### src/hdl/btsp_pkg.sv
// btsp_pkg: shared types and constants for the ber tlv stream parser
// word structs for the input and result channels, phase encoding, byte roles
// no dependencies
package btsp_pkg;

    // limits on multi-byte fields
    localparam int MAX_TAG_BYTES = 4;
    localparam int MAX_LEN_BYTES = 4;

    localparam int TAG_W       = 28;
    localparam int LEN_W       = 32;
    localparam int DEPTH_W     = 4;
    localparam int TAG_CNT_W   = $clog2(MAX_TAG_BYTES + 1);
    localparam int LEN_CNT_W   = $clog2(MAX_LEN_BYTES + 1);

    // identifier and length byte constants
    localparam logic [7:0] TAG_NUM_MASK  = 8'h1F;
    localparam logic [7:0] PRINT_LOW     = 8'h20;
    localparam logic [7:0] PRINT_HIGH    = 8'h7E;
    localparam logic [6:0] LEN_RESERVED  = 7'h7F;
    localparam logic [7:0] LEN_INDEF     = 8'h80;

    // byte role codes on the result word
    localparam logic [2:0] ROLE_TAG_FIRST = 3'd0;
    localparam logic [2:0] ROLE_TAG_CONT  = 3'd1;
    localparam logic [2:0] ROLE_LEN_FIRST = 3'd2;
    localparam logic [2:0] ROLE_LEN_CONT  = 3'd3;
    localparam logic [2:0] ROLE_CONTENT   = 3'd4;

    typedef enum logic [4:0] {
        PH_TAG_FIRST = 5'b00001,
        PH_TAG_CONT  = 5'b00010,
        PH_LEN_FIRST = 5'b00100,
        PH_LEN_CONT  = 5'b01000,
        PH_CONTENT   = 5'b10000
    } phase_t;

    typedef struct packed {
        logic [7:0] data_byte;
        logic       start_of_stream;
    } in_item_t;

    typedef struct packed {
        logic [2:0]         byte_role;
        logic [1:0]         tag_class;
        logic               constructed;
        logic [TAG_W-1:0]   tag_number;
        logic [LEN_W-1:0]   content_length;
        logic               indefinite;
        logic               header_done;
        logic               end_of_contents;
        logic [DEPTH_W-1:0] nest_depth;
        logic               content_last;
        logic               printable;
        logic               error;
    } out_item_t;

endpackage

### src/hdl/ber_tlv_stream_parser.sv
// ber_tlv_stream_parser: byte-serial asn.1 ber identifier/length decoder
// one result word per input word; depends on btsp_pkg
//
// a word goes from the input register through the decode into the result register
// throughput: one word per cycle while the receiver does not stall, limited by the
// combinational decode between the input register and the result register
// reset (rst_n low, async): parser expects a tag first byte at depth zero,
// both pipeline stages empty, depth_limit back to 15
module ber_tlv_stream_parser (
    input  logic                clk,
    input  logic                rst_n,
    input  logic                in_valid,
    output logic                in_ready,
    input  btsp_pkg::in_item_t  in_data,
    output logic                out_valid,
    input  logic                out_ready,
    output btsp_pkg::out_item_t out_data,
    input  logic                cfg_we,
    input  logic [3:0]          cfg_wdata
);
    import btsp_pkg::*;

    // input stage
    logic     s1_valid_reg;
    in_item_t s1_data_reg;

    // result stage
    logic      out_valid_reg;
    out_item_t out_data_reg;
    out_item_t out_data_next;

    // parser state
    phase_t               phase_reg,       phase_next;
    logic [TAG_W-1:0]     tag_accum_reg,   tag_accum_next;
    logic [TAG_CNT_W-1:0] tag_cnt_reg,     tag_cnt_next;
    logic [1:0]           class_reg,       class_next;
    logic                 cons_reg,        cons_next;
    logic [LEN_W-1:0]     len_accum_reg,   len_accum_next;
    logic [LEN_CNT_W-1:0] len_left_reg,    len_left_next;
    logic [LEN_W-1:0]     content_left_reg, content_left_next;
    logic                 printable_reg,   printable_next;
    logic [DEPTH_W-1:0]   depth_reg,       depth_next;
    logic [DEPTH_W-1:0]   depth_limit_reg;

    logic s1_adv;   // result stage can take a new word
    logic step;     // decode the word held in the input stage

    assign s1_adv    = !out_valid_reg || out_ready;
    assign step      = s1_valid_reg && s1_adv;
    assign in_ready  = !s1_valid_reg || s1_adv;
    assign out_valid = out_valid_reg;
    assign out_data  = out_data_reg;

    // decode of one byte against the current state
    always_comb
    begin
        logic [7:0] b;
        logic       hdr;
        logic       eoc;
        logic       err;
        logic       indef;
        logic       last;
        logic       finish;
        logic [2:0] role;

        b      = s1_data_reg.data_byte;
        hdr    = 1'b0;
        eoc    = 1'b0;
        err    = 1'b0;
        indef  = 1'b0;
        last   = 1'b0;
        finish = 1'b0;
        role   = ROLE_TAG_FIRST;

        // start of stream clears state ahead of the byte
        if (s1_data_reg.start_of_stream)
        begin
            phase_next        = PH_TAG_FIRST;
            tag_accum_next    = '0;
            tag_cnt_next      = '0;
            class_next        = '0;
            cons_next         = 1'b0;
            len_accum_next    = '0;
            len_left_next     = '0;
            content_left_next = '0;
            printable_next    = 1'b1;
            depth_next        = '0;
        end
        else
        begin
            phase_next        = phase_reg;
            tag_accum_next    = tag_accum_reg;
            tag_cnt_next      = tag_cnt_reg;
            class_next        = class_reg;
            cons_next         = cons_reg;
            len_accum_next    = len_accum_reg;
            len_left_next     = len_left_reg;
            content_left_next = content_left_reg;
            printable_next    = printable_reg;
            depth_next        = depth_reg;
        end

        unique case (phase_next)
            PH_TAG_CONT:
            begin
                role           = ROLE_TAG_CONT;
                tag_cnt_next   = tag_cnt_next + 1'b1;
                tag_accum_next = {tag_accum_next[TAG_W-8:0], b[6:0]};
                if (!b[7])
                begin
                    phase_next = PH_LEN_FIRST;
                end
                else if (32'(tag_cnt_next) >= MAX_TAG_BYTES)
                begin
                    err        = 1'b1;
                    phase_next = PH_TAG_FIRST;
                end
            end
            PH_LEN_FIRST:
            begin
                role           = ROLE_LEN_FIRST;
                len_accum_next = '0;
                if (b == LEN_INDEF)
                begin
                    indef      = 1'b1;
                    hdr        = 1'b1;
                    phase_next = PH_TAG_FIRST;
                    if (depth_next >= depth_limit_reg)
                        err = 1'b1;
                    else
                        depth_next = depth_next + 1'b1;
                end
                else if (!b[7])
                begin
                    len_accum_next = LEN_W'(b);
                    hdr            = 1'b1;
                    finish         = 1'b1;
                end
                else if (b[6:0] == LEN_RESERVED || 32'(b[6:0]) > MAX_LEN_BYTES)
                begin
                    err        = 1'b1;
                    phase_next = PH_TAG_FIRST;
                end
                else
                begin
                    len_left_next = LEN_CNT_W'(b[6:0]);
                    phase_next    = PH_LEN_CONT;
                end
            end
            PH_LEN_CONT:
            begin
                role           = ROLE_LEN_CONT;
                len_accum_next = {len_accum_next[LEN_W-9:0], b};
                if (len_left_next != '0)
                    len_left_next = len_left_next - 1'b1;
                if (len_left_next == '0)
                begin
                    hdr    = 1'b1;
                    finish = 1'b1;
                end
            end
            PH_CONTENT:
            begin
                role = ROLE_CONTENT;
                if (b < PRINT_LOW || b > PRINT_HIGH)
                    printable_next = 1'b0;
                if (content_left_next != '0)
                    content_left_next = content_left_next - 1'b1;
                if (content_left_next == '0)
                begin
                    last       = 1'b1;
                    phase_next = PH_TAG_FIRST;
                end
            end
            default:
            begin
                // tag first byte
                role           = ROLE_TAG_FIRST;
                class_next     = b[7:6];
                cons_next      = b[5];
                len_accum_next = '0;
                printable_next = 1'b1;
                tag_cnt_next   = '0;
                if ((b & TAG_NUM_MASK) != TAG_NUM_MASK)
                begin
                    tag_accum_next = TAG_W'(b[4:0]);
                    phase_next     = PH_LEN_FIRST;
                end
                else
                begin
                    tag_accum_next = '0;
                    phase_next     = PH_TAG_CONT;
                end
            end
        endcase

        // header finished with a definite length
        if (finish)
        begin
            if (class_next == 2'd0 && !cons_next && tag_accum_next == '0
                && len_accum_next == '0)
            begin
                // end-of-contents closes one indefinite level, or is an error at depth zero
                eoc        = 1'b1;
                phase_next = PH_TAG_FIRST;
                if (depth_next == '0)
                    err = 1'b1;
                else
                    depth_next = depth_next - 1'b1;
            end
            else if (len_accum_next != '0 && !cons_next)
            begin
                content_left_next = len_accum_next;
                printable_next    = 1'b1;
                phase_next        = PH_CONTENT;
            end
            else
            begin
                // constructed definite or empty primitive: next header follows
                phase_next = PH_TAG_FIRST;
            end
        end

        out_data_next.byte_role       = role;
        out_data_next.tag_class       = class_next;
        out_data_next.constructed     = cons_next;
        out_data_next.tag_number      = tag_accum_next;
        out_data_next.content_length  = len_accum_next;
        out_data_next.indefinite      = indef;
        out_data_next.header_done     = hdr;
        out_data_next.end_of_contents = eoc;
        out_data_next.nest_depth      = depth_next;
        out_data_next.content_last    = last;
        out_data_next.printable       = printable_next;
        out_data_next.error           = err;
    end

    // control and parser state
    always_ff @(posedge clk or negedge rst_n)
    begin
        if (!rst_n)
        begin
            s1_valid_reg     <= 1'b0;
            out_valid_reg    <= 1'b0;
            phase_reg        <= PH_TAG_FIRST;
            tag_accum_reg    <= '0;
            tag_cnt_reg      <= '0;
            class_reg        <= '0;
            cons_reg         <= 1'b0;
            len_accum_reg    <= '0;
            len_left_reg     <= '0;
            content_left_reg <= '0;
            printable_reg    <= 1'b1;
            depth_reg        <= '0;
            depth_limit_reg  <= 4'd15;
        end
        else
        begin
            if (in_ready)
                s1_valid_reg <= in_valid;
            if (s1_adv)
                out_valid_reg <= s1_valid_reg;
            if (cfg_we)
                depth_limit_reg <= cfg_wdata;
            if (step)
            begin
                phase_reg        <= phase_next;
                tag_accum_reg    <= tag_accum_next;
                tag_cnt_reg      <= tag_cnt_next;
                class_reg        <= class_next;
                cons_reg         <= cons_next;
                len_accum_reg    <= len_accum_next;
                len_left_reg     <= len_left_next;
                content_left_reg <= content_left_next;
                printable_reg    <= printable_next;
                depth_reg        <= depth_next;
            end
        end
    end

    // payload registers
    always_ff @(posedge clk)
    begin
        if (in_valid && in_ready)
            s1_data_reg <= in_data;
        if (step)
            out_data_reg <= out_data_next;
    end

endmodule

### config.mk
export PLATFORM = sky130hd
export DESIGN_NAME = ber_tlv_stream_parser
export DESIGN_NICKNAME = d
export VERILOG_FILES = /design/src/hdl/btsp_pkg.sv /design/src/hdl/ber_tlv_stream_parser.sv
export SDC_FILE = /design/constraint.sdc
export NUM_CORES = 1
export LEC_CHECK = 0
export BUFFER_PORTS_ARGS = -buffer_cell sky130_fd_sc_hd__buf_4
export CELL_PAD_IN_SITES_DETAIL_PLACEMENT = 0
export CELL_PAD_IN_SITES_GLOBAL_PLACEMENT = 1
export CORE_MARGIN = 2
export CORE_UTILIZATION = 47
export CTS_CLUSTER_DIAMETER = 80
export DETAILED_ROUTE_END_ITERATION = 12
export GPL_ROUTABILITY_DRIVEN = 0
export PLACE_DENSITY_LB_ADDON = 0.1
export SLEW_MARGIN = 20
export SYNTH_ARGS = -nofsm -noshare
export SYNTH_HDL_FRONTEND = slang
export SYNTH_SLANG_ARGS = --single-unit
### constraint.sdc
create_clock -name clk -period 4.9 [get_ports clk]
set_input_delay 1.225 -clock clk [delete_from_list [all_inputs] [get_ports clk]]
set_output_delay 1.225 -clock clk [all_outputs]
set_load 0.02 [all_outputs]
==> flow_summary.json, run 1 <==
{
  "status": "finished clean",
  "yosysSeqAreaShare": 0.5185,
  "p_leak_nw": 5.468,
  "drv_slew": 0,
  "start_util": 0.4820,
  "min_period_over_period": 0.8542,
  "ys_seq_elements": 202,
  "syn_inst": 1120,
  "vias": 8951,
  "pwr-share-clk": 0.375,
  "largest_reg_flops": 76,
  "yosys_warnings": 0,
  "synth_top_area_frac": 0.2624,
  "ctsHtreeMaxLevel": 1,
  "clockRootBuffer": "clkbuf_16",
  "post-place-ws_ns": 0.6931,
  "yosysTopAreaCell": "dfrtp_1",
  "num-fill-cells": 1949,
  "min_path_cells": 2,
  "dr.pass1.iters": 7,
  "post_cts_resized": 0,
  "min_from": "tag_accum_reg[22]",
  "grt_max_degree": 109,
  "antenna_found_initial": 2,
  "rows": 54,
  "cp-start-kind": "flip-flop",
  "drt_iter0_markers": 851,
  "die_area_sq_um": 23740,
  "dp.final_hpwl_um": 20740,
  "synth-edff-count": 85,
  "syn_area_sq_um": 10580,
  "worstSkewPairLatency_ns": 0.53,
  "worstPathRequired_ns": 5.34,
  "p_int_mw": 3.528,
  "combPwrFrac": 0.228,
  "postCtsHoldBufs": 0,
  "switching_share": 0.3165,
  "cts_tree": "yes",
  "yosysUniqueCellTypes": 73,
  "gr-total-overflow": 0,
  "worstMarginPinSlew_ns": 1.101,
  "dieWidth_um": 154.1,
  "synth_async_sr_flop_share": 0.5792,
  "ant_nets": 0,
  "worstHoldPathType": "flip-flop to flip-flop",
  "seqPwrFrac": 0.397,
  "via_per_inst": 6.044,
  "cp-end-kind": "flip-flop",
  "drv_cap": 0,
  "synth.area.top_cells": "dfrtp_1 26%, edfxtp_1 24%, nand2_1 7.3%",
  "ff2ff_path_depth": 13,
  "numPortBuffers": 95,
  "startpoint": "s1_data_reg[0]",
  "cp.arrival_ns": 4.63,
  "synthFlopType": "dfrtp_1",
  "cts.clk_slew.worst_paths_ns": 0.06,
  "clock_sinks": 202,
  "synth_fp_nets": 1148,
  "rsz0062_at_grt": "no",
  "design_power_total_mw": 5.161,
  "grt_pass1_wl_um": 48580,
  "switchingPower_mw": 1.633,
  "peakVddDrop_mv": 0.2526,
  "final_cell_mix": "206 x nand2_1, 112 x buf_4, 111 x dfrtp_1",
  "core_sq_um": 21960,
  "worst_slack_ns": 0.7144,
  "clk_path_buf_depth": 3,
  "fmaxAchievable_ghz": 0.2389,
  "crit_type": "flip-flop to flip-flop",
  "relSlewSlack": 0.2660,
  "worstReg2RegStart": "s1_data_reg[0]",
  "track_usage": 0.2585,
  "cts_buffers": 23,
  "post_cts_buffers": 0,
  "holdPathEnd": "tag_accum_reg[22]",
  "finalSetupTns_ns": 0,
  "fin_skew_ns": 0.01668,
  "final_common_cell": "nand2_1",
  "cp_max_fo": 12,
  "rr_endpoint": "depth_reg[3]",
  "rrSetupSlack_ns": 0.71,
  "p_per_area_nw_per_um2": 416.2,
  "drive_gt1_frac": 0.1626,
  "die_y_um": 154.1,
  "setup_viol": 0,
  "syn_to_final_growth_pct": 17.18,
  "ios": 96,
  "hold_viol_final": 0,
  "drc": 0,
  "avgRoutedWirePerCell_um": 20.66,
  "layout.nets": 1210,
  "grt_pass1_vias": 8418,
  "drt-total-wl_um": 30590,
  "avgSynthCellArea_sq_um": 9.450,
  "fin_crit_ns": 4.186
}
[worst max path at each step]
stage / end / cells after the start
after detailed placement: depth_reg[3] / 13
after floorplan: out_data[0] / 5
after CTS: depth_reg[3] / 13
final: depth_reg[3] / 13
after global routing: depth_reg[3] / 13
after global placement: depth_reg[3] / 13
[area by class of cell]
class,count,area [sq um],area share
Inverter,34,132.6,0.01069
Timing Repair Buffer,114,880.8,0.07103
Multi-Input combinational cell,807,4684,0.3777
Sequential cell,202,5488,0.4425
Clock inverter,14,214.0,0.01725
Antenna cell,2,5.005,0.0004036
Clock buffer,28,646.9,0.05216
Tap cell,280,350.3,0.02825
[synthesized netlist by cell type (all sizes together) (6+ instances only)]
cell type / instances
clkbuf: 64
a31oi: 26
nor2b: 9
edfxtp: 85
a21oi: 77
nand2b: 8
buf: 13
mux2: 9
o21ai: 101
nor3b: 6
nor3: 22
inv: 34
o31ai: 9
nor4: 32
o41ai: 6
a41oi: 7
nand3: 17
dfrtp: 111
dfstp: 6
or3: 8
a22o: 46
nor2: 74
nand4: 8
xnor2: 13
ha: 10
a22oi: 11
nand2: 207
or2: 6
[power groups by stage]
stage / clock, mW / sequential [mW] / combinational, mW
final: 1.93 / 2.05 / 1.18
after global routing: 2.03 / 2.07 / 1.29
after CTS: 1.97 / 2.05 / 1.16
after detailed placement: 0 / 2.08 / 1.16
after global placement: 0 / 2.08 / 1.16
after floorplan: 0 / 2.07 / 0.785
[per-stage QoR]
stage | utilization | hold WS, ns | cells | cell area [sq um]
finish | 0.5648 | 0.4785 | 1481 | 12400
global route | 0.5646 | 0.4991 | 1479 | 12400
global placement | 0.5254 | 0.4589 | 1437 | 11540
CTS | 0.5646 | 0.4806 | 1479 | 12400
detailed placement | 0.5254 | 0.4655 | 1437 | 11540
floorplan | - | 0.4367 | 1120 | 10580
[critical path: stages, from the launching register on]
cell and delay (ns):
edfxtp_1 0.58, inv_1 0.26, nand2_1 0.18, ha_1 0.30, nand2b_1 0.13, a2111oi_0 0.69
o21ai_1 0.30, xnor2_1 0.22, ha_1 0.22, inv_1 0.08, o31ai_1 0.10, or4_4 0.47
or3b_1 0.39, a31oi_1 0.18
[cell families (layout without fill, tap and decap cells)]
family / count (synthesis) / in the layout / synth area share
xor+xnor: 17 / 17 / 0.01407
buf+inv: 111 / 190 / 0.04149
compound gates: 336 / 336 / 0.2082
fa+ha+maj: 10 / 10 / 0.01182
other cells: 0 / 2 / 0
simple gates: 430 / 430 / 0.1916
flops: 202 / 202 / 0.5185
mux: 14 / 14 / 0.01430
[per-layer routing]
| layer | global-route usage | part of all wire | wire [um] | vias up |
|---|---|---|---|---|
| met1 | 0.3942 | 0.47 | 14390 | 4321 |
| met5 | 0 | 0 | 0 | - |
| met2 | 0.3748 | 0.44 | 13320 | 325 |
| met4 | 0.06231 | 0.021 | 639 | 0 |
| li1 | - | - | - | 4252 |
| met3 | 0.05722 | 0.073 | 2243 | 53 |
(Power assumes the default switching activity.)
==> run 2: changes to the inputs <==
clock period = 4.7 ns   (was 4.9 ns; I/O delays follow)
==> run 2 against run 1 <==
Effect of this change: worst hold slack lost 0.0096 ns; sequential cell count stayed put; maximum frequency grew 0.99%; first-iteration DRC count rose by 10%; critical path depth unchanged; via count rose by 1.8%; combinational power increased by 6%; core utilization hardly changed; global-route usage about the same; die area is the same; largest cell class unchanged.
==> flow_summary.json, run 2 (synthesis results as in run 1) <==
{
  "fin_skew_ns": 0.01877,
  "worstHoldPathType": "flip-flop to flip-flop",
  "min_period_over_period": 0.8818,
  "cp-start-kind": "flip-flop",
  "fmaxAchievable_ghz": 0.2413,
  "postCtsHoldBufs": 0,
  "cts.clk_slew.worst_paths_ns": 0.06,
  "hold_viol_final": 0,
  "status": "finished clean",
  "rrSetupSlack_ns": 0.56,
  "final_core_util": 0.5646,
  "clk_path_buf_depth": 3,
  "core_sq_um": 21960,
  "clock_sinks": 202,
  "p_leak_nw": 5.481,
  "cp.buffers_inverters": 2,
  "final_cell_mix": "206 x nand2_1, 117 x buf_4, 111 x dfrtp_1",
  "grt_pass1_vias": 8436,
  "p_per_area_nw_per_um2": 423.0,
  "hold_ws_ns": 0.4689,
  "dr.pass1.iters": 5,
  "switching_share": 0.3237,
  "drc": 0,
  "ctsHtreeMaxLevel": 1,
  "drt_iter0_markers": 938,
  "cp_max_fo": 5,
  "ios": 96,
  "cts_tree": "yes",
  "start_util": 0.4820,
  "switchingPower_mw": 1.698,
  "die_y_um": 154.1,
  "largest_reg_flops": 76,
  "finalSetupTns_ns": 0,
  "post_cts_resized": 0,
  "gr-total-overflow": 0,
  "numPortBuffers": 95,
  "crit_type": "flip-flop to flip-flop",
  "antenna_cells": 0,
  "cp.arrival_ns": 4.59,
  "antenna_found_initial": 0,
  "ant_nets": 0,
  "cp_top_family": "compound AO/OA/AOI/OAI gates",
  "post_cts_buffers": 0,
  "worstMarginPinSlew_ns": 0.9979,
  "dp.final_hpwl_um": 21020,
  "vias": 9111,
  "drv_cap": 0,
  "post-place-ws_ns": 0.7363,
  "combPwrFrac": 0.238,
  "cts_buffers": 23,
  "drt-total-wl_um": 30580,
  "syn_to_final_growth_pct": 17.14,
  "design_power_total_mw": 5.244,
  "crit_chain": "inv_1 > nand2_1 > ha_1 > nand2b_1 > a2111oi_0 > o21ai_1 > xnor2_1 > ha_1 > inv_1 > o31ai_1 > or4_4 > or3b_1 > a31oi_1",
  "dieWidth_um": 154.1,
  "cp_slowest_cell": "a2111oi_0",
  "pwr-share-clk": 0.356,
  "critical_path.max_stage_delay_ns": 0.83,
  "clockRootBuffer": "clkbuf_16",
  "relSlewSlack": 0.3318,
  "worstSkewPairLatency_ns": 0.52,
  "num-fill-cells": 1964,
  "rows": 54,
  "worstPathRequired_ns": 5.15,
  "rsz0062_at_grt": "no",
  "drive_gt1_frac": 0.1650,
  "final_common_cell": "nand2_1",
  "track_usage": 0.2584,
  "grt_pass1_wl_um": 48770,
  "layout.nets": 1217,
  "peakVddDrop_mv": 0.2787,
  "die_area_sq_um": 23740,
  "setup_viol": 0,
  "via_per_inst": 6.131,
  "drv_slew": 0,
  "grt_max_degree": 87,
  "worst_slack_ns": 0.5555,
  "seqPwrFrac": 0.406,
  "p_int_mw": 3.546,
  "cp-end-kind": "flip-flop",
  "avgRoutedWirePerCell_um": 20.58,
  "fin_crit_ns": 4.144
}
==> run 2: cell types whose count changed in the layout (fill, tap and decap cells not counted) <==
cell and change:
buf_16 +1, bufinv_16 -1, a21oi_1 +1, inv_6 +1, clkinv_4 -2, clkinv_2 +3
a21oi_2 -1, clkbuf_8 -1, buf_12 +1, clkbuf_16 -2, diode_2 -2, clkbuf_1 +2
buf_4 +5
==> run 2: per-stage QoR <==
stage | std cells | instance area (sq um)
floorplan | 1120 | 10580
global placement | 1443 | 11590
detailed placement | 1443 | 11590
CTS | 1485 | 12370
global route | 1486 | 12400
finish | 1486 | 12400
==> run 2: power by group through the flow <==
| stage | Sequential (mW) | Clock, mW | Combinational, mW |
|---|---|---|---|
| floorplan | 2.16 | 0 | 0.818 |
| global placement | 2.15 | 0 | 1.23 |
| detailed placement | 2.16 | 0 | 1.23 |
| CTS | 2.12 | 1.90 | 1.23 |
| global route | 2.15 | 1.97 | 1.37 |
| finish | 2.13 | 1.87 | 1.25 |
==> run 2: final timing paths <==
path / to / cells after the start / start
worst min-delay path: printable_reg / 2 / printable_reg
worst max register to register: depth_reg[3] / 13 / s1_data_reg[0]
min in group asynchronous: tag_accum_reg[17] / 1 / rst_n
worst min register to register: printable_reg / 2 / printable_reg
max in group asynchronous: printable_reg / 3 / rst_n
worst max-delay path: depth_reg[3] / 13 / s1_data_reg[0]
==> run 2: worst reg2reg max path: stages, from the launching register on <==
cell and delay (ns):
edfxtp_1 0.44, inv_1 0.22, nand2_1 0.18, ha_1 0.30
nand2b_1 0.13, a2111oi_0 0.83, o21ai_1 0.34, xnor2_1 0.23
ha_1 0.22, inv_1 0.08, o31ai_1 0.09, or4_4 0.46
or3b_1 0.38, a31oi_1 0.17
==> run 2: layout make-up <==
cell class,instances,area [sq um],area share
inverter,34,132.6,0.01070
sequential,202,5488,0.4426
timing repair buffer,121,965.9,0.07791
tap,280,350.3,0.02826
clock buffer,27,590.6,0.04763
multi-input combinational,807,4681,0.3775
clock inverter,15,190.2,0.01534
==> run 2: layer usage <==
layer  part of all wire  routed length [um]  vias to the layer above  track usage
met4              0.022                 674                        0      0.06409
met2               0.44               13330                      306       0.3780
met3              0.065                1989                       49      0.04171
li1                   -                   -                     4277            -
met5                  0                   0                        -            0
met1               0.48               14590                     4479       0.4006
==> run 3: changes to the inputs <==
CORE_MARGIN = unset   (was 2)
==> run 3 against run 2 <==
Effect of this change: the run now ends with design-rule violations left; combinational power is essentially flat; critical path type unchanged; register-to-register slack improved by 0.15 ns; largest power group unchanged; largest cell class unchanged; clock power decreased by 7%; sequential power about the same; total power fell by 2.8%; cell area down 0.81%.
==> flow_summary.json, run 3 (synthesis results as in run 1) <==
{
  "status": "finished, violations left",
  "violations": "design-rule violations",
  "rows": 54,
  "clockRootBuffer": "clkbuf_16",
  "cts_tree": "yes",
  "worstSkewPairLatency_ns": 0.52,
  "relSlewSlack": 0.4111,
  "grt_max_degree": 107,
  "cp.arrival_ns": 4.45,
  "rsz0062_at_grt": "no",
  "syn_to_final_growth_pct": 16.20,
  "largest_reg_flops": 76,
  "hold_viol_final": 0,
  "grt_pass1_wl_um": 48710,
  "gr-total-overflow": 0,
  "clk_path_buf_depth": 3,
  "ios": 96,
  "final_cell_mix": "206 x nand2_1, 118 x buf_4, 111 x dfrtp_1",
  "via_per_inst": 6.109,
  "p_leak_nw": 5.432,
  "multi_input_area_sq_um": 4681,
  "worstMarginPinSlew_ns": 0.8834,
  "p_per_area_nw_per_um2": 414.7,
  "layout.nets": 1216,
  "stdcell_area_sq_um": 12300,
  "min_period_over_period": 0.8503,
  "ctsHtreeMaxLevel": 1,
  "fmaxAchievable_ghz": 0.2502,
  "post_cts_buffers": 0,
  "drt_iter0_markers": 798,
  "final_common_cell": "nand2_1",
  "post_cts_resized": 0,
  "cp-end-kind": "flip-flop",
  "cts.clk_slew.worst_paths_ns": 0.06,
  "dieWidth_um": 152.1,
  "fin_crit_ns": 3.996,
  "antenna_found_initial": 2,
  "dp.final_hpwl_um": 21130,
  "drive_gt1_frac": 0.1593,
  "start_util": 0.4820,
  "worstPathRequired_ns": 5.16,
  "drv_cap": 0,
  "worstHoldPathType": "flip-flop to flip-flop",
  "fin_skew_ns": 0.009232,
  "grt_pass1_vias": 8434,
  "num-fill-cells": 1980,
  "ant_nets": 0,
  "core_sq_um": 21960,
  "cts_buffers": 23,
  "numPortBuffers": 95,
  "clock_sinks": 202,
  "register_area_sq_um": 5488,
  "finalSetupTns_ns": 0,
  "cp_max_fo": 7,
  "dr.pass1.iters": 10,
  "peakVddDrop_mv": 0.2486,
  "setup_viol": 0,
  "postCtsHoldBufs": 0,
  "die_area_sq_um": 23120,
  "cp-start-kind": "flip-flop",
  "drc": 16,
  "worst_slack_ns": 0.7037,
  "vias": 9084,
  "drv_slew": 0,
  "avgRoutedWirePerCell_um": 20.58,
  "die_y_um": 152.1,
  "place_area_sq_um": 11580,
  "crit_type": "flip-flop to flip-flop",
  "drt-total-wl_um": 30600,
  "track_usage": 0.2663,
  "post-place-ws_ns": 0.8165
}
==> run 3: cell count changes in the layout (fill, tap and decap cells not counted), sizes merged <==
cell / previous run / this run
buf: 121 / 120
inv: 37 / 35
clkinvlp: 2 / 0
diode: 0 / 2
bufinv: 4 / 1
clkinv: 6 / 5
clkbuf: 27 / 35
==> run 3: report_power, final <==
| part | switching (mW) | leakage [nW] | internal (mW) |
|---|---|---|---|
| clock network | 0.716 | 0.349 | 1.01 |
| registers | 0.145 | 2.41 | 1.99 |
| logic | 0.813 | 2.67 | 0.429 |
| total | 1.67 | 5.43 | 3.42 |
==> run 3: final timing paths <==
kind                                          start                end  slack, ns  cells past startpoint
worst max-delay path            content_left_reg[0]       phase_reg[0]       0.70                      9
worst min-delay path                  printable_reg      printable_reg       0.47                      2
worst max register to register  content_left_reg[0]       phase_reg[0]       0.70                      9
worst min register to register        printable_reg      printable_reg       0.47                      2
max in group asynchronous                     rst_n       phase_reg[0]       3.11                      2
min in group asynchronous                     rst_n  tag_accum_reg[24]       0.73                      1
==> run 3: worst max-delay path, stage by stage, from the launching register on <==
cell and delay, ns:
dfrtp_1 0.49, nand2_1 0.22, ha_1 0.33, or4b_2 0.62
nor4_1 0.46, a31oi_1 0.21, nor4_1 0.47, nand4_1 0.19
nor4_1 0.62, o221a_2 0.32
==> run 3: final cells by class <==
class | instances | area share
antenna | 2 | 0.0004070
clock buffer | 35 | 0.05290
clock inverter | 7 | 0.005290
inverter | 34 | 0.01078
multi-input combinational | 807 | 0.3806
sequential | 202 | 0.4462
tap | 280 | 0.02849
timing repair buffer | 120 | 0.07529
==> run 3: stage by stage <==
step	cells	utilization	total power, mW	hold WS [ns]
3_3_place_gp	1443	0.5272	3.378	0.4589
6_report	1487	0.5601	5.100	0.4720
2_1_floorplan	1120	-	2.975	0.4367
5_1_grt	1485	0.5598	5.339	0.4891
3_5_place_dp	1443	0.5272	3.383	0.4645
4_1_cts	1485	0.5598	5.108	0.4749
==> run 3: routing by layer <==
layer  part of all wire  up-vias  global-route usage
met5            0.00056        -                   0
met4              0.018        2             0.06803
met3              0.079       50             0.05676
met2               0.43      354              0.3836
met1               0.48     4395              0.4053
li1                   -     4283                   -
